===== src/hdl/keypad_four_function_calculator_top_macros.svh =====
// assertion macros for the keypad calculator
`ifndef KEYPAD_FOUR_FUNCTION_CALCULATOR_TOP_MACROS_SVH
`define KEYPAD_FOUR_FUNCTION_CALCULATOR_TOP_MACROS_SVH

// checked on every clock edge outside reset
`define KFC_ASSERT(label, prop, msg) \
    label: assert property (@(posedge clk) disable iff (!rst_n) prop) else $error(msg);

// checked on every clock edge, reset included
`define KFC_ASSERT_ALWAYS(label, prop, msg) \
    label: assert property (@(posedge clk) prop) else $error(msg);

`endif


===== src/hdl/kfc_pkg.sv =====
// types and constants shared by the keypad calculator modules
`timescale 1ns / 1ps

package kfc_pkg;

    typedef enum logic [2:0] {
        CTL_INIT,
        CTL_CLEAR,
        CTL_ENTRY1,
        CTL_OPER,
        CTL_ENTRY2,
        CTL_EVAL,
        CTL_SHOW,
        CTL_WAIT
    } ctl_state_t;

    typedef enum logic [1:0] {
        ERR_NONE,
        ERR_UNDER,
        ERR_OVER,
        ERR_DIV0
    } err_t;

    typedef enum logic [2:0] {
        KIND_NUMBER,
        KIND_OPER,
        KIND_UNDER,
        KIND_OVER,
        KIND_DIV0
    } show_kind_t;

    typedef enum logic [2:0] {
        SEQ_IDLE,
        SEQ_ARITH,
        SEQ_CHK_HI,
        SEQ_CHK_LO,
        SEQ_WCHK_FIRST,
        SEQ_WCHK_SECOND,
        SEQ_EMIT
    } seq_state_t;

    typedef enum logic [2:0] {
        ARITH_ADD,
        ARITH_SUB,
        ARITH_MUL,
        ARITH_DIV,
        ARITH_MAC10
    } arith_op_t;

    typedef enum logic [3:0] {
        PH_IDLE,
        PH_ADD,
        PH_MAC_A,
        PH_MAC_B,
        PH_MUL,
        PH_NEG_A,
        PH_NEG_B,
        PH_DIV,
        PH_NEG_Q
    } arith_phase_t;

    typedef struct packed {
        logic      start;
        arith_op_t op;
        logic [3:0] digit;
    } arith_req_t;

    localparam logic [7:0] KEY_0     = 8'd48;
    localparam logic [7:0] KEY_9     = 8'd57;
    localparam logic [7:0] KEY_MUL   = 8'd42;
    localparam logic [7:0] KEY_ADD   = 8'd43;
    localparam logic [7:0] KEY_SUB   = 8'd45;
    localparam logic [7:0] KEY_DIV   = 8'd47;
    localparam logic [7:0] KEY_EQ    = 8'd61;
    localparam logic [7:0] KEY_CLEAR = 8'd67;

    localparam logic CFG_UPPER_LIMIT = 1'b0;
    localparam logic CFG_LOWER_LIMIT = 1'b1;

    localparam logic [30:0] UPPER_RESET = 31'h7FFF_FFFF;
    localparam logic [31:0] LOWER_RESET = 32'h8000_0002;

    localparam int SHOW_WIDTH = 36;

endpackage


===== src/hdl/kfc_arith.sv =====
// shared iterative add, multiply, divide and digit-append unit
`timescale 1ns / 1ps

module kfc_arith #(
    parameter int VALUE_WIDTH = 64
) (
    input  logic                   clk,
    input  logic                   rst_n,
    input  kfc_pkg::arith_req_t    req,
    input  logic [VALUE_WIDTH-1:0] a,
    input  logic [VALUE_WIDTH-1:0] b,
    output logic                   done,
    output logic [VALUE_WIDTH-1:0] result
);

    localparam int CW = $clog2(VALUE_WIDTH);

    kfc_pkg::arith_phase_t phase_reg, phase_next;
    logic [VALUE_WIDTH-1:0] acc_reg, acc_next;
    logic [VALUE_WIDTH-1:0] opx_reg, opx_next;
    logic [VALUE_WIDTH-1:0] opy_reg, opy_next;
    logic [CW-1:0]          cnt_reg, cnt_next;
    logic                   neg_reg, neg_next;
    logic                   sub_reg, sub_next;
    logic [3:0]             digit_reg, digit_next;
    logic                   done_reg, done_next;

    logic [VALUE_WIDTH-1:0] add_x;
    logic [VALUE_WIDTH-1:0] add_y;
    logic                   add_sub;
    logic [VALUE_WIDTH:0]   add_sum;
    logic [VALUE_WIDTH-1:0] rem_shift;
    logic                   last_step;

    // single shared adder, carry out means no borrow on subtract
    assign add_sum = {1'b0, add_x} + {1'b0, add_y ^ {VALUE_WIDTH{add_sub}}}
                   + {{VALUE_WIDTH{1'b0}}, add_sub};
    assign rem_shift = {acc_reg[VALUE_WIDTH-2:0], opy_reg[VALUE_WIDTH-1]};
    assign last_step = (cnt_reg == CW'(VALUE_WIDTH - 1));

    always_comb
    begin
        phase_next = phase_reg;
        acc_next   = acc_reg;
        opx_next   = opx_reg;
        opy_next   = opy_reg;
        cnt_next   = cnt_reg;
        neg_next   = neg_reg;
        sub_next   = sub_reg;
        digit_next = digit_reg;
        done_next  = 1'b0;
        add_x      = '0;
        add_y      = '0;
        add_sub    = 1'b0;
        case (phase_reg)
            kfc_pkg::PH_IDLE:
            begin
                if (req.start)
                begin
                    opy_next   = a;
                    opx_next   = b;
                    acc_next   = '0;
                    cnt_next   = '0;
                    neg_next   = a[VALUE_WIDTH-1] ^ b[VALUE_WIDTH-1];
                    sub_next   = (req.op == kfc_pkg::ARITH_SUB);
                    digit_next = req.digit;
                    case (req.op)
                        kfc_pkg::ARITH_ADD:   phase_next = kfc_pkg::PH_ADD;
                        kfc_pkg::ARITH_SUB:   phase_next = kfc_pkg::PH_ADD;
                        kfc_pkg::ARITH_MUL:   phase_next = kfc_pkg::PH_MUL;
                        kfc_pkg::ARITH_DIV:   phase_next = kfc_pkg::PH_NEG_A;
                        kfc_pkg::ARITH_MAC10: phase_next = kfc_pkg::PH_MAC_A;
                        default:              phase_next = kfc_pkg::PH_IDLE;
                    endcase
                end
            end
            kfc_pkg::PH_ADD:
            begin
                add_x      = opy_reg;
                add_y      = opx_reg;
                add_sub    = sub_reg;
                acc_next   = add_sum[VALUE_WIDTH-1:0];
                done_next  = 1'b1;
                phase_next = kfc_pkg::PH_IDLE;
            end
            kfc_pkg::PH_MAC_A:
            begin
                // times five
                add_x      = {opy_reg[VALUE_WIDTH-3:0], 2'b00};
                add_y      = opy_reg;
                acc_next   = add_sum[VALUE_WIDTH-1:0];
                phase_next = kfc_pkg::PH_MAC_B;
            end
            kfc_pkg::PH_MAC_B:
            begin
                // times two plus the digit
                add_x      = {acc_reg[VALUE_WIDTH-2:0], 1'b0};
                add_y      = {{(VALUE_WIDTH-4){1'b0}}, digit_reg};
                acc_next   = add_sum[VALUE_WIDTH-1:0];
                done_next  = 1'b1;
                phase_next = kfc_pkg::PH_IDLE;
            end
            kfc_pkg::PH_MUL:
            begin
                add_x = acc_reg;
                add_y = opy_reg;
                if (opx_reg[0])
                begin
                    acc_next = add_sum[VALUE_WIDTH-1:0];
                end
                opy_next = {opy_reg[VALUE_WIDTH-2:0], 1'b0};
                opx_next = {1'b0, opx_reg[VALUE_WIDTH-1:1]};
                cnt_next = cnt_reg + 1'b1;
                if (last_step)
                begin
                    done_next  = 1'b1;
                    phase_next = kfc_pkg::PH_IDLE;
                end
            end
            kfc_pkg::PH_NEG_A:
            begin
                add_y      = opy_reg;
                add_sub    = opy_reg[VALUE_WIDTH-1];
                opy_next   = add_sum[VALUE_WIDTH-1:0];
                phase_next = kfc_pkg::PH_NEG_B;
            end
            kfc_pkg::PH_NEG_B:
            begin
                add_y      = opx_reg;
                add_sub    = opx_reg[VALUE_WIDTH-1];
                opx_next   = add_sum[VALUE_WIDTH-1:0];
                phase_next = kfc_pkg::PH_DIV;
            end
            kfc_pkg::PH_DIV:
            begin
                // restoring step, quotient bits shift in below the dividend
                add_x   = rem_shift;
                add_y   = opx_reg;
                add_sub = 1'b1;
                acc_next = add_sum[VALUE_WIDTH] ? add_sum[VALUE_WIDTH-1:0] : rem_shift;
                opy_next = {opy_reg[VALUE_WIDTH-2:0], add_sum[VALUE_WIDTH]};
                cnt_next = cnt_reg + 1'b1;
                if (last_step)
                begin
                    phase_next = kfc_pkg::PH_NEG_Q;
                end
            end
            kfc_pkg::PH_NEG_Q:
            begin
                add_y      = opy_reg;
                add_sub    = neg_reg;
                acc_next   = add_sum[VALUE_WIDTH-1:0];
                done_next  = 1'b1;
                phase_next = kfc_pkg::PH_IDLE;
            end
            default:
            begin
                phase_next = kfc_pkg::PH_IDLE;
            end
        endcase
    end

    always_ff @(posedge clk or negedge rst_n)
    begin
        if (!rst_n)
        begin
            phase_reg <= kfc_pkg::PH_IDLE;
            cnt_reg   <= '0;
            done_reg  <= 1'b0;
        end
        else
        begin
            phase_reg <= phase_next;
            cnt_reg   <= cnt_next;
            done_reg  <= done_next;
        end
    end

    always_ff @(posedge clk)
    begin
        acc_reg   <= acc_next;
        opx_reg   <= opx_next;
        opy_reg   <= opy_next;
        neg_reg   <= neg_next;
        sub_reg   <= sub_next;
        digit_reg <= digit_next;
    end

    assign done   = done_reg;
    assign result = acc_reg;

endmodule


===== src/hdl/keypad_four_function_calculator_top.sv =====
// keypad calculator top level: key state machine, sequencer and output register
//
// One input beat is one keypad tick: tuser holds the press flag, tdata the ASCII
// key. Each tick that updates the display gives one output beat: tuser holds
// the display kind (number, operator, underflow, overflow, division by zero),
// tdata the shown number in bits 35:0 and the shown operator in bits 43:36.
// Ticks that evaluate or wait give no beat.
// The input side is ready only while the sequencer is idle. Digits, add,
// subtract, multiply and divide run on the shared adder in kfc_arith.
// A finished beat sits in the output register; the next tick is taken while it
// waits, and a further beat stalls the sequencer until the receiver takes it.
// The limit registers are written through cfg_we, cfg_index and cfg_data; the
// user must write them only while the block is idle, which the block itself
// does not enforce. Reset puts the key state machine in its start state, clears
// the operands and restores the default limits.
`timescale 1ns / 1ps

`include "keypad_four_function_calculator_top_macros.svh"

module keypad_four_function_calculator_top #(
    parameter int VALUE_WIDTH = 64
) (
    input  logic        clk,
    input  logic        rst_n,
    input  logic        s_axis_tvalid,
    output logic        s_axis_tready,
    input  logic [7:0]  s_axis_tdata,   // key_code
    input  logic [0:0]  s_axis_tuser,   // pressed
    output logic        m_axis_tvalid,
    input  logic        m_axis_tready,
    output logic [47:0] m_axis_tdata,   // shown_value[35:0], shown_operator[43:36]
    output logic [2:0]  m_axis_tuser,   // show_kind
    input  logic        cfg_we,
    input  logic [0:0]  cfg_index,
    input  logic [31:0] cfg_data
);

    localparam int SW = kfc_pkg::SHOW_WIDTH;

    kfc_pkg::ctl_state_t ctl_reg, ctl_next;
    kfc_pkg::ctl_state_t last_reg, last_next;
    kfc_pkg::seq_state_t seq_reg, seq_next;
    kfc_pkg::err_t       err_reg, err_next;
    logic                press_reg, press_next;
    logic [VALUE_WIDTH-1:0] first_reg, first_next;
    logic [VALUE_WIDTH-1:0] second_reg, second_next;
    logic [VALUE_WIDTH-1:0] answer_reg, answer_next;
    logic [7:0]          oper_reg, oper_next;
    logic [30:0]         upper_reg;
    logic [31:0]         lower_reg;

    kfc_pkg::show_kind_t pend_kind_reg, pend_kind_next;
    logic [SW-1:0]       pend_value_reg, pend_value_next;
    logic [7:0]          pend_oper_reg, pend_oper_next;

    logic                out_valid_reg, out_valid_next;
    kfc_pkg::show_kind_t out_kind_reg, out_kind_next;
    logic [SW-1:0]       out_value_reg, out_value_next;
    logic [7:0]          out_oper_reg, out_oper_next;

    logic                in_accept;
    logic                pressed;
    logic [7:0]          key;
    logic                is_dig;
    logic                is_op;
    logic                press_edge;
    logic                chain;
    kfc_pkg::ctl_state_t trans_state;
    kfc_pkg::ctl_state_t trans_last;

    kfc_pkg::arith_req_t    arith_req;
    logic [VALUE_WIDTH-1:0] arith_a;
    logic                   arith_done;
    logic [VALUE_WIDTH-1:0] arith_result;

    logic [VALUE_WIDTH-1:0] hi_ext;
    logic [VALUE_WIDTH-1:0] lo_ext;
    logic [VALUE_WIDTH-1:0] cmp_a;
    logic [VALUE_WIDTH-1:0] cmp_b;
    logic                   cmp_lt;

    assign pressed    = s_axis_tuser[0];
    assign key        = s_axis_tdata;
    assign in_accept  = s_axis_tvalid && s_axis_tready;
    assign is_dig     = (key >= kfc_pkg::KEY_0) && (key <= kfc_pkg::KEY_9);
    assign is_op      = (key == kfc_pkg::KEY_MUL) || (key == kfc_pkg::KEY_ADD)
                     || (key == kfc_pkg::KEY_SUB) || (key == kfc_pkg::KEY_DIV);
    assign press_edge = pressed && !press_reg;

    assign hi_ext = {{(VALUE_WIDTH-31){1'b0}}, upper_reg};
    assign lo_ext = {{(VALUE_WIDTH-32){lower_reg[31]}}, lower_reg};

    // shared signed compare
    always_comb
    begin
        cmp_a = first_reg;
        cmp_b = hi_ext;
        case (seq_reg)
            kfc_pkg::SEQ_CHK_HI:
            begin
                cmp_a = hi_ext;
                cmp_b = arith_result;
            end
            kfc_pkg::SEQ_CHK_LO:
            begin
                cmp_a = arith_result;
                cmp_b = lo_ext;
            end
            kfc_pkg::SEQ_WCHK_SECOND:
            begin
                cmp_a = second_reg;
                cmp_b = hi_ext;
            end
            default:
            begin
                cmp_a = first_reg;
                cmp_b = hi_ext;
            end
        endcase
    end

    assign cmp_lt = $signed(cmp_a) < $signed(cmp_b);

    // key state transition for the tick on the input
    always_comb
    begin
        trans_state = ctl_reg;
        trans_last  = last_reg;
        chain       = 1'b0;
        case (ctl_reg)
            kfc_pkg::CTL_INIT:
            begin
                trans_state = kfc_pkg::CTL_CLEAR;
            end
            kfc_pkg::CTL_CLEAR:
            begin
                if (pressed && is_dig)
                begin
                    trans_state = kfc_pkg::CTL_ENTRY1;
                end
            end
            kfc_pkg::CTL_ENTRY1, kfc_pkg::CTL_OPER, kfc_pkg::CTL_ENTRY2,
            kfc_pkg::CTL_SHOW:
            begin
                trans_last  = ctl_reg;
                trans_state = kfc_pkg::CTL_WAIT;
            end
            kfc_pkg::CTL_EVAL:
            begin
                trans_state = kfc_pkg::CTL_SHOW;
            end
            default:
            begin
                if (pressed && key == kfc_pkg::KEY_CLEAR)
                begin
                    trans_state = kfc_pkg::CTL_CLEAR;
                end
                else if (err_reg != kfc_pkg::ERR_NONE)
                begin
                    trans_state = kfc_pkg::CTL_SHOW;
                end
                else if (press_edge && is_dig && last_reg == kfc_pkg::CTL_ENTRY1)
                begin
                    trans_state = kfc_pkg::CTL_ENTRY1;
                end
                else if (press_edge && is_dig && last_reg == kfc_pkg::CTL_ENTRY2)
                begin
                    trans_state = kfc_pkg::CTL_ENTRY2;
                end
                else if (press_edge && is_op && (last_reg == kfc_pkg::CTL_ENTRY1
                         || last_reg == kfc_pkg::CTL_OPER))
                begin
                    trans_state = kfc_pkg::CTL_OPER;
                end
                else if (press_edge && is_op && last_reg == kfc_pkg::CTL_SHOW)
                begin
                    // result carried into the next operation
                    chain       = 1'b1;
                    trans_state = kfc_pkg::CTL_OPER;
                end
                else if (press_edge && key == kfc_pkg::KEY_EQ
                         && last_reg == kfc_pkg::CTL_ENTRY2)
                begin
                    trans_state = kfc_pkg::CTL_EVAL;
                end
                else if (press_edge && is_dig && (last_reg == kfc_pkg::CTL_SHOW
                         || last_reg == kfc_pkg::CTL_OPER))
                begin
                    trans_state = kfc_pkg::CTL_ENTRY2;
                end
            end
        endcase
    end

    assign arith_a = (trans_state == kfc_pkg::CTL_ENTRY2) ? second_reg : first_reg;

    // sequencer
    always_comb
    begin
        ctl_next        = ctl_reg;
        last_next       = last_reg;
        seq_next        = seq_reg;
        err_next        = err_reg;
        press_next      = press_reg;
        first_next      = first_reg;
        second_next     = second_reg;
        answer_next     = answer_reg;
        oper_next       = oper_reg;
        pend_kind_next  = pend_kind_reg;
        pend_value_next = pend_value_reg;
        pend_oper_next  = pend_oper_reg;
        arith_req.start = 1'b0;
        arith_req.op    = kfc_pkg::ARITH_MAC10;
        arith_req.digit = key[3:0];
        out_valid_next  = out_valid_reg && !m_axis_tready;
        out_kind_next   = out_kind_reg;
        out_value_next  = out_value_reg;
        out_oper_next   = out_oper_reg;

        case (seq_reg)
            kfc_pkg::SEQ_IDLE:
            begin
                if (in_accept)
                begin
                    ctl_next   = trans_state;
                    last_next  = trans_last;
                    press_next = pressed;
                    if (chain)
                    begin
                        first_next  = answer_reg;
                        second_next = '0;
                        answer_next = '0;
                    end
                    case (trans_state)
                        kfc_pkg::CTL_CLEAR:
                        begin
                            first_next      = '0;
                            second_next     = '0;
                            answer_next     = '0;
                            oper_next       = '0;
                            err_next        = kfc_pkg::ERR_NONE;
                            pend_kind_next  = kfc_pkg::KIND_NUMBER;
                            pend_value_next = '0;
                            pend_oper_next  = '0;
                            seq_next        = kfc_pkg::SEQ_EMIT;
                        end
                        kfc_pkg::CTL_ENTRY1, kfc_pkg::CTL_ENTRY2:
                        begin
                            arith_req.start = 1'b1;
                            arith_req.op    = kfc_pkg::ARITH_MAC10;
                            seq_next        = kfc_pkg::SEQ_ARITH;
                        end
                        kfc_pkg::CTL_OPER:
                        begin
                            oper_next       = key;
                            pend_kind_next  = kfc_pkg::KIND_OPER;
                            pend_value_next = '0;
                            pend_oper_next  = key;
                            seq_next        = kfc_pkg::SEQ_EMIT;
                        end
                        kfc_pkg::CTL_EVAL:
                        begin
                            case (oper_reg)
                                kfc_pkg::KEY_ADD:
                                begin
                                    arith_req.start = 1'b1;
                                    arith_req.op    = kfc_pkg::ARITH_ADD;
                                    seq_next        = kfc_pkg::SEQ_ARITH;
                                end
                                kfc_pkg::KEY_SUB:
                                begin
                                    arith_req.start = 1'b1;
                                    arith_req.op    = kfc_pkg::ARITH_SUB;
                                    seq_next        = kfc_pkg::SEQ_ARITH;
                                end
                                kfc_pkg::KEY_MUL:
                                begin
                                    arith_req.start = 1'b1;
                                    arith_req.op    = kfc_pkg::ARITH_MUL;
                                    seq_next        = kfc_pkg::SEQ_ARITH;
                                end
                                kfc_pkg::KEY_DIV:
                                begin
                                    if (second_reg == '0)
                                    begin
                                        err_next = kfc_pkg::ERR_DIV0;
                                    end
                                    else
                                    begin
                                        arith_req.start = 1'b1;
                                        arith_req.op    = kfc_pkg::ARITH_DIV;
                                        seq_next        = kfc_pkg::SEQ_ARITH;
                                    end
                                end
                                default:
                                begin
                                    seq_next = kfc_pkg::SEQ_IDLE;
                                end
                            endcase
                        end
                        kfc_pkg::CTL_SHOW:
                        begin
                            pend_value_next = '0;
                            pend_oper_next  = '0;
                            case (err_reg)
                                kfc_pkg::ERR_UNDER: pend_kind_next = kfc_pkg::KIND_UNDER;
                                kfc_pkg::ERR_OVER:  pend_kind_next = kfc_pkg::KIND_OVER;
                                kfc_pkg::ERR_DIV0:  pend_kind_next = kfc_pkg::KIND_DIV0;
                                default:
                                begin
                                    pend_kind_next  = kfc_pkg::KIND_NUMBER;
                                    pend_value_next = answer_reg[SW-1:0];
                                end
                            endcase
                            seq_next = kfc_pkg::SEQ_EMIT;
                        end
                        kfc_pkg::CTL_WAIT:
                        begin
                            seq_next = kfc_pkg::SEQ_WCHK_FIRST;
                        end
                        default:
                        begin
                            seq_next = kfc_pkg::SEQ_IDLE;
                        end
                    endcase
                end
            end
            kfc_pkg::SEQ_ARITH:
            begin
                if (arith_done)
                begin
                    case (ctl_reg)
                        kfc_pkg::CTL_ENTRY1:
                        begin
                            first_next      = arith_result;
                            pend_kind_next  = kfc_pkg::KIND_NUMBER;
                            pend_value_next = arith_result[SW-1:0];
                            pend_oper_next  = '0;
                            seq_next        = kfc_pkg::SEQ_EMIT;
                        end
                        kfc_pkg::CTL_ENTRY2:
                        begin
                            second_next     = arith_result;
                            pend_kind_next  = kfc_pkg::KIND_NUMBER;
                            pend_value_next = arith_result[SW-1:0];
                            pend_oper_next  = '0;
                            seq_next        = kfc_pkg::SEQ_EMIT;
                        end
                        kfc_pkg::CTL_EVAL:
                        begin
                            if (oper_reg == kfc_pkg::KEY_SUB)
                            begin
                                seq_next = kfc_pkg::SEQ_CHK_LO;
                            end
                            else
                            begin
                                seq_next = kfc_pkg::SEQ_CHK_HI;
                            end
                        end
                        default:
                        begin
                            seq_next = kfc_pkg::SEQ_IDLE;
                        end
                    endcase
                end
            end
            kfc_pkg::SEQ_CHK_HI:
            begin
                if (cmp_lt)
                begin
                    err_next = kfc_pkg::ERR_OVER;
                    seq_next = kfc_pkg::SEQ_IDLE;
                end
                else if (oper_reg == kfc_pkg::KEY_MUL)
                begin
                    seq_next = kfc_pkg::SEQ_CHK_LO;
                end
                else
                begin
                    answer_next = arith_result;
                    seq_next    = kfc_pkg::SEQ_IDLE;
                end
            end
            kfc_pkg::SEQ_CHK_LO:
            begin
                if (cmp_lt)
                begin
                    err_next = kfc_pkg::ERR_UNDER;
                end
                else
                begin
                    answer_next = arith_result;
                end
                seq_next = kfc_pkg::SEQ_IDLE;
            end
            kfc_pkg::SEQ_WCHK_FIRST:
            begin
                if (!cmp_lt)
                begin
                    err_next = kfc_pkg::ERR_OVER;
                    seq_next = kfc_pkg::SEQ_IDLE;
                end
                else
                begin
                    seq_next = kfc_pkg::SEQ_WCHK_SECOND;
                end
            end
            kfc_pkg::SEQ_WCHK_SECOND:
            begin
                if (!cmp_lt)
                begin
                    err_next = kfc_pkg::ERR_OVER;
                end
                seq_next = kfc_pkg::SEQ_IDLE;
            end
            kfc_pkg::SEQ_EMIT:
            begin
                if (!out_valid_reg || m_axis_tready)
                begin
                    out_valid_next = 1'b1;
                    out_kind_next  = pend_kind_reg;
                    out_value_next = pend_value_reg;
                    out_oper_next  = pend_oper_reg;
                    seq_next       = kfc_pkg::SEQ_IDLE;
                end
            end
            default:
            begin
                seq_next = kfc_pkg::SEQ_IDLE;
            end
        endcase
    end

    kfc_arith #(
        .VALUE_WIDTH(VALUE_WIDTH)
    ) u_arith (
        .clk    (clk),
        .rst_n  (rst_n),
        .req    (arith_req),
        .a      (arith_a),
        .b      (second_reg),
        .done   (arith_done),
        .result (arith_result)
    );

    always_ff @(posedge clk or negedge rst_n)
    begin
        if (!rst_n)
        begin
            ctl_reg       <= kfc_pkg::CTL_INIT;
            last_reg      <= kfc_pkg::CTL_INIT;
            seq_reg       <= kfc_pkg::SEQ_IDLE;
            err_reg       <= kfc_pkg::ERR_NONE;
            press_reg     <= 1'b0;
            first_reg     <= '0;
            second_reg    <= '0;
            answer_reg    <= '0;
            oper_reg      <= '0;
            out_valid_reg <= 1'b0;
        end
        else
        begin
            ctl_reg       <= ctl_next;
            last_reg      <= last_next;
            seq_reg       <= seq_next;
            err_reg       <= err_next;
            press_reg     <= press_next;
            first_reg     <= first_next;
            second_reg    <= second_next;
            answer_reg    <= answer_next;
            oper_reg      <= oper_next;
            out_valid_reg <= out_valid_next;
        end
    end

    always_ff @(posedge clk)
    begin
        pend_kind_reg  <= pend_kind_next;
        pend_value_reg <= pend_value_next;
        pend_oper_reg  <= pend_oper_next;
        out_kind_reg   <= out_kind_next;
        out_value_reg  <= out_value_next;
        out_oper_reg   <= out_oper_next;
    end

    // limit registers
    always_ff @(posedge clk or negedge rst_n)
    begin
        if (!rst_n)
        begin
            upper_reg <= kfc_pkg::UPPER_RESET;
            lower_reg <= kfc_pkg::LOWER_RESET;
        end
        else if (cfg_we)
        begin
            case (cfg_index)
                kfc_pkg::CFG_UPPER_LIMIT: upper_reg <= cfg_data[30:0];
                kfc_pkg::CFG_LOWER_LIMIT: lower_reg <= cfg_data;
                default:                  upper_reg <= upper_reg;
            endcase
        end
    end

    assign s_axis_tready = (seq_reg == kfc_pkg::SEQ_IDLE);
    assign m_axis_tvalid = out_valid_reg;
    assign m_axis_tuser  = out_kind_reg;
    assign m_axis_tdata  = {4'b0000, out_oper_reg, out_value_reg};

    `KFC_ASSERT(a_done_only_in_arith, arith_done |-> (seq_reg == kfc_pkg::SEQ_ARITH), "arith done outside arith wait")
    `KFC_ASSERT(a_accept_leaves_init, in_accept |=> (ctl_reg != kfc_pkg::CTL_INIT), "key state still in start state after a tick")
    `KFC_ASSERT(a_oper_beat_no_value, (m_axis_tvalid && (m_axis_tuser == kfc_pkg::KIND_OPER)) |-> (m_axis_tdata[35:0] == '0), "operator beat carries a number")

endmodule

===== config.mk =====
export PLATFORM = sky130hd
export DESIGN_NAME = keypad_four_function_calculator_top
export DESIGN_NICKNAME = d
export VERILOG_FILES = /design/src/hdl/kfc_pkg.sv /design/src/hdl/kfc_arith.sv /design/src/hdl/keypad_four_function_calculator_top.sv
export VERILOG_INCLUDE_DIRS = /design/src /design/src/hdl
export SDC_FILE = /design/constraint.sdc
export NUM_CORES = 2
export LEC_CHECK = 0
export BUFFER_PORTS_ARGS = -buffer_cell sky130_fd_sc_hd__buf_2
export CAP_MARGIN = 30
export CORE_MARGIN = 2
export CORE_UTILIZATION = 30
export DETAILED_ROUTE_END_ITERATION = 8
export PLACE_DENSITY_LB_ADDON = 0.08
export SETUP_SLACK_MARGIN = 0.05
export SLEW_MARGIN = 5
export SYNTH_ARGS = -nofsm -noshare
export SYNTH_HDL_FRONTEND = slang
export SYNTH_SLANG_ARGS = --single-unit

===== constraint.sdc =====
create_clock -name clk -period 19.4 [get_ports clk]
set_clock_uncertainty 0.2 [all_clocks]
set_input_delay 1.94 -clock clk [delete_from_list [all_inputs] [get_ports clk]]
set_output_delay 1.94 -clock clk [all_outputs]
set_load 0.02 [all_outputs]

Word-level counts from Yosys, hierarchy flattened
Index checks and enable logic that the tools add are counted.
- $add $sub $neg: 3
- multiply operators: 0
- divide/modulo/power cells: 0
- $lt $le $gt $ge: 3
- equality and inequality tests: 73
- shift operators: 0
- muxes and demuxes: 101
- bitwise gates (word level): 3
- reductions and logical operators: 74
- operators with widths (kind ; count):
    $mux 64 ; 19
    $pmux 64 s3 ; 4
    $pmux 64 s4 ; 2
    $pmux 64 s2 ; 3
    $pmux 64 s5 ; 1
    $mux 36 ; 4
    $pmux 36 s2 ; 2
    $eq 8x6->1 const B ; 9
    $add 64x64->65 ; 1
    $add 65x1->65 ; 1
    $logic_not 64->1 ; 1
    $lt 64x64->1 ; 1
    $xor 64x64->64 ; 1
    $mux 3 ; 17
    $pmux 8 s2 ; 3
    $eq 3x3->1 const B ; 13
    $pmux 3 s4 ; 3
    $eq 3x2->1 const B ; 10
    $reduce_and 5->1 ; 5
    $mux 4 ; 6
    $mux 8 ; 3
    $pmux 4 s6 ; 1
    $ne 2x2->1 const B ; 9
    $pmux 3 s2 ; 3
    other kinds (49) ; 135
- bits in registers: 579
- latch bits: 0
- RAM bits: 0
- ROM bits: 0
- bits of input ports: 47
- output and inout port bits: 53
- memories kept: 0

Depth between registers and ports, before layout
- depth after elaboration: 23
- depth in mapped cells: 25

By module
A second synthesis with hierarchy kept.
- cell total of the unflattened synthesis: 4052
- area total of the unflattened synthesis: 37951.4 sq um
- modules (own cells, without submodules) (module ; times used ; cells each ; area an instance (sq um) ; sequential area each (sq um)):
    keypad_four_function_calculator_top ; 1 ; 2011 ; 19956.6 ; 9770.6
    kfc_arith ; 1 ; 2041 ; 17994.8 ; 6221.0

Least setup slack after synthesis
OpenSTA, ideal clock, no wires.
- kind: input-to-reg
- from: input port s_axis_tdata[6]
- to: register u_arith.opy_reg[0] (enable)
- arrival: 8220 ps
- data required time: 18635 ps
- setup slack: 10416 ps
- cell stages on the path: 8
- path buffers: 0
- cell sequence: and4bb_1 nand4b_1 or4b_1 a311o_1 and2_1 a221oi_2 a21oi_1 nor3_1
- longest elaborated chain between the ends: 20
- elaborated cells on any way between the ends: 42
- classes of those cells: order compare: 2; eq/ne: 10; mux: 13; reduce/logical: 17
- RTL lines (item ; line ; source):
    start: declaration ; keypad_four_function_calculator_top.sv:27 ; input logic [7:0] s_axis_tdata,
    $ge 8x6->1, or another cell as far along ; keypad_four_function_calculator_top.sv:85 ; assign is_dig = (key >= kfc_pkg::KEY_0) && (key <= kfc_pkg::KEY_9);
    $logic_and 1x1->1 / $logic_or 1x1->1 (equally long branches) ; keypad_four_function_calculator_top.sv:85, keypad_four_function_calculator_top.sv:86 ;
    $logic_and 1x1->1 / $logic_or 1x1->1 (equally long branches) ; n/a ;
    $logic_and 1x1->1 / $logic_or 1x1->1 (equally long branches) ; keypad_four_function_calculator_top.sv:186, keypad_four_function_calculator_top.sv:87 ;
    $mux 3 / $logic_and 1x1->1 (equally long branches) ; keypad_four_function_calculator_top.sv:186, keypad_four_function_calculator_top.sv:170, keypad_four_function_calculator_top.sv:175 ;
    $mux 3 / $logic_and 1x1->1 (equally long branches) ; keypad_four_function_calculator_top.sv:181, keypad_four_function_calculator_top.sv:175 ;
    $mux 3 ; keypad_four_function_calculator_top.sv:175 ; else if (press_edge && is_op && last_reg == kfc_pkg::CTL_SHOW)
    $mux 3 ; keypad_four_function_calculator_top.sv:170 ; else if (press_edge && is_op && (last_reg == kfc_pkg::CTL_ENTRY1
    [... 4 more ...] ; n/a ;
    $pmux 3 s4 (*) ; keypad_four_function_calculator_top.sv:130 ; case (ctl_reg)
    $eq 3x3->1 / $eq 3x2->1 (equally long branches) ; keypad_four_function_calculator_top.sv:234 ; case (trans_state)
    $reduce_or 2->1 ; keypad_four_function_calculator_top.sv:234 ;
    $pmux 4 s2 (*) ; keypad_four_function_calculator_top.sv:234 ;
    $mux 4 (*) ; keypad_four_function_calculator_top.sv:223 ; if (in_accept)
    $mux 4 (*) ; keypad_four_function_calculator_top.sv:220 ; case (seq_reg)
    $ne 2x2->1 (no source line) (*) ; n/a ;
    $reduce_and 2->1 (no source line) (*) ; n/a ;
    end signal: assignment ; kfc_arith.sv:183 ; opy_reg <= opy_next;
    end: declaration ; kfc_arith.sv:21 ; logic [VALUE_WIDTH-1:0] opy_reg, opy_next;
Every way passes the cells marked *; elsewhere a longest branch is shown, timed or not.
A chain may end at the register's enable or synchronous reset.

Worst setup path in the final report
- from: register u_arith.phase_reg[1]
- to: register u_arith.acc_reg[16] (netlist: u_arith.result[16]) (data pin)
- longest elaborated chain between the ends: 8
- elaborated cells on any way between the ends: 21
- classes of those cells: add/sub: 2; eq/ne: 8; mux: 6; bitwise: 1; reduce/logical: 4
- RTL lines (item ; line ; source):
    start: declaration ; kfc_arith.sv:18 ; kfc_pkg::arith_phase_t phase_reg, phase_next;
    start signal: assignment ; kfc_arith.sv:167 ; phase_reg <= kfc_pkg::PH_IDLE;
    start signal: assignment ; kfc_arith.sv:173 ; phase_reg <= phase_next;
    $eq 4x4->1, or another cell as far along ; kfc_arith.sv:55 ; case (phase_reg)
    $reduce_or 4->1 (no source line) / $reduce_or 3->1 (equally long branches) ; n/a ;
    $pmux 64 s3 ; kfc_arith.sv:55 ;
    $xor 64x64->64 ; kfc_arith.sv:36 ; assign add_sum = {1'b0, add_x} + {1'b0, add_y ^ {VALUE_WIDTH{add_sub}}}
    $add 64x64->65 ; kfc_arith.sv:36 ;
    $add 65x1->65 ; kfc_arith.sv:37 ; + {{VALUE_WIDTH{1'b0}}, add_sub};
    $mux 64, on equally long branches ; kfc_arith.sv:140, kfc_arith.sv:107 ;
    $pmux 64 s4 (*) ; kfc_arith.sv:55 ;
    via u_arith.acc_next[16] ; kfc_arith.sv:19 ; logic [VALUE_WIDTH-1:0] acc_reg, acc_next;
    end signal: assignment ; kfc_arith.sv:181 ; acc_reg <= acc_next;
    end: declaration ; kfc_arith.sv:19 ;
Mark *: on every way through the listed nets, which the timed path passes. The rest lies on a longest branch. The select of a mux whose other input is x is not followed.

==> impl_metrics.csv <==
group,metric,value,unit
run_status,outcome,"finished clean",
floorplan,coreArea,122000,um^2
yosys,synth_area_per_cell,9.60,um^2
finish,layout-drive-gt1-share,12.1,%
clock_network,cts-root-buf,"clkbuf_16",
yosys,synth_top_area_share,23.9,%
place,finalWeightedCongestion,0.873,
clock_network,numClockSinks,579,
yosys,synth_area,36700,um^2
routing,first_pass_iters,6,
global_route,grt_overflow,0,
global_route,first_global_vias,30528,
timing,tightest_slew,1020,ps
floorplan,io_pins,100,
finish,nFillCells,12433,
routing,vias,31476,
finish,antenna_cells,0,
clock_network,cts_max_path_buffers,3,
global_route,use_met2,36.5,%
floorplan,row_count,128,
setup_path,worstSetupPathType,"reg -> reg",
global_route,grt_max_degree,82,
floorplan,die_area,125000,um^2
timing,period_minus_slack,8130,ps
pwr,finalPower,8200,uW
pwr,power_density,198,nW/um^2
yosys,synth_area_leaders,"edfxtp_1, dfrtp_1, nand2_1",
setup_path,crit_chain,"buf_4, nor4b_2, buf_4, or3_2, buf_4, nand2_1, o21ai_0, xnor2_1, inv_1, fa_1, nor2b_1, o311ai_0, a211o_1, a211oi_1, o21ai_1, a21oi_1, o22a_1, buf_4, and2_1, nand2b_2, buf_4, a22o_1",
clock_network,cts-buffers-inserted,75,
place,dp_hpwl,104,mm
run,cap_violations,0,
global_route,grt_first_pass_wirelength,222,mm
timing,setup_violations,0,
clock_network,cts_tree,"done",
routing,ant_nets,0,
yosys,ys.flop_type,"edfxtp_1",
floorplan,die_x,354,um
clock_network,hold_buffers,0,
yosys,yosysMostFrequentCell,"nand2_1",
timing,slew_headroom,32.0,%
place,io_buffers,95,
timing,tns,0,ps
routing,drcViolationCount,0,
setup_path,cp_max_fo,61,
global_route,antenna_found_initial,3,
clock_network,htree_levels,3,
global_route,grt_use_total,23.6,%
timing,hold_viol,0,
clock_network,cts-resized-gates,0,
setup_path,critical_path_arrival,8440,ps
pwr,peakVddDrop,0.0788,mV
yosys,ys_top_cells_by_count,"nand2_1, o21ai_0, edfxtp_1, a21oi_1, dfrtp_1",
min_path,hold_class,"reg -> reg",
timing,rsz0062_at_grt,"false",
clock_network,clk_pin_slew_worst_paths,60,ps
setup_path,worst_setup_path_end_kind,"flip-flop",
finish,final_nets,3965,
finish,syn_to_final_growth,13.1,%
timing,max_freq,0.123,GHz
yosys,ys_seq_area_share,43.6,%
floorplan,start_util,30.2,%
clock_network,cts_setup_buffers,0,
yosys,synth.largest_area_cell,"edfxtp_1",
pwr,leakagePower,0.0161,uW
yosys,synth_cells,3822,
yosys,ys_ff_latch,579,
global_route,met1_usage,34.8,%
routing,viasPerCell,5.75,
routing,wirelength,151,mm
setup_path,crit_path_start_kind,"flip-flop",
routing,drt-initial-drc-count,3060,
setup_path,required,19710,ps
timing,drv_slew,0,
yosys,yosysWarnings,0,
floorplan,die_y,354,um
routing,wl_per_cell,27.6,um
clock_network,insertion_delay,690,ps
yosys,async_flop_share,49.6,%
timing,fin_crit_sh,41.9,%
global_route,met3_usage,3.11,%
global_route,grt.busiest_layer,"met2",
setup_path,slowest_delay,910,ps
setup_path,crit_path_frequent_cell,"buf_4",
yosys,synth_edf_count,292,
setup_path,cpMaxStageDelayCell,"dfrtp_4",
yosys,yosysUniqueCellTypes,100,
-- cell usage in the layout (no fill, tap or decap), types with 77 or more instances in the layout --
cell       count
a221o_1      101
nor2_1       174
xor2_1        90
nand2_1      569
clkbuf_16     77
mux2i_1      196
dfrtp_1      250
edfxtp_1     292
o21ai_0      293
buf_4         85
ha_1         131
a21oi_1      278
buf_2         95
a22o_1       164
-- critical path: cells and delay by family (launching register included) --
family | cells | cell delay (ps)
xor+xnor | 1 | 180
buf+inv | 6 | 2620
simple gates | 6 | 1550
compound gates | 8 | 1940
flops | 1 | 910
fa+ha+maj | 1 | 460
-- power by group --
| part | switching (uW) | internal (uW) | total, uW |
|---|---|---|---|
| registers | 544 | 1760 | 2300 |
| clock network | 618 | 869 | 1490 |
| logic | 2860 | 1550 | 4410 |
-- per-stage QoR --
step                utilization, %  hold WS, ps  std cells  setup WS, ps  area (um^2)
finish                        34.1          217       5473         11270        41500
global route                  34.1          227       5473         10890        41500
CTS                           34.1          218       5470         11310        41400
detailed placement            31.9          205       5331         11370        38800
global placement              31.9          202       5327         11450        38800
floorplan                        -          200       3825         10420        36700
-- cells by family (layout without fill, tap and decap cells) --
kind of cell / count (synthesis) / after routing / share of synthesized area, %
AOI/OAI and AO/OA: 1322 / 1322 / 24.6
buffers and inverters: 327 / 350 / 3.72
and+or+nand+nor: 1063 / 1063 / 13.0
xor gates and xnor gates: 134 / 134 / 3.20
muxes: 264 / 264 / 7.43
DFF: 579 / 579 / 43.6
adders and majority gates: 132 / 132 / 4.52
other: 1 / 4 / 0.0102
-- layer usage --
metal	wire length [um]	part of all wire (%)
met5	13	0.0086
met4	2910	1.9
met3	8590	5.7
met2	67300	45
met1	72100	48
-- path summary, 6_finish.rpt --
kind / slack (ps) / depth (start not counted) / start / endpoint
max in group asynchronous: 16110 / 4 / rst_n / upper_reg[21]
setup / recovery: 11270 / 22 / u_arith.phase_reg[1] / u_arith.result[16]
hold reg to reg: 220 / 0 / pend_value_reg[35] / out_value_reg[35]
setup reg to reg: 11270 / 22 / u_arith.phase_reg[1] / u_arith.result[16]
min in group asynchronous: 1070 / 1 / rst_n / last_reg[1]
hold / removal: 220 / 0 / pend_value_reg[35] / out_value_reg[35]
-- layout make-up --
type | instances | area (um^2) | area share (%)
Multi-Input combinational cell | 2919 | 19600 | 47.1
Sequential cell | 579 | 16000 | 38.6
Clock buffer | 109 | 2170 | 5.22
Tap cell | 1625 | 2030 | 4.90
Timing Repair Buffer | 185 | 1200 | 2.90
Clock inverter | 30 | 437 | 1.05
Inverter | 26 | 97.6 | 0.235
Note: power is estimated with default switching activity, not from simulation.
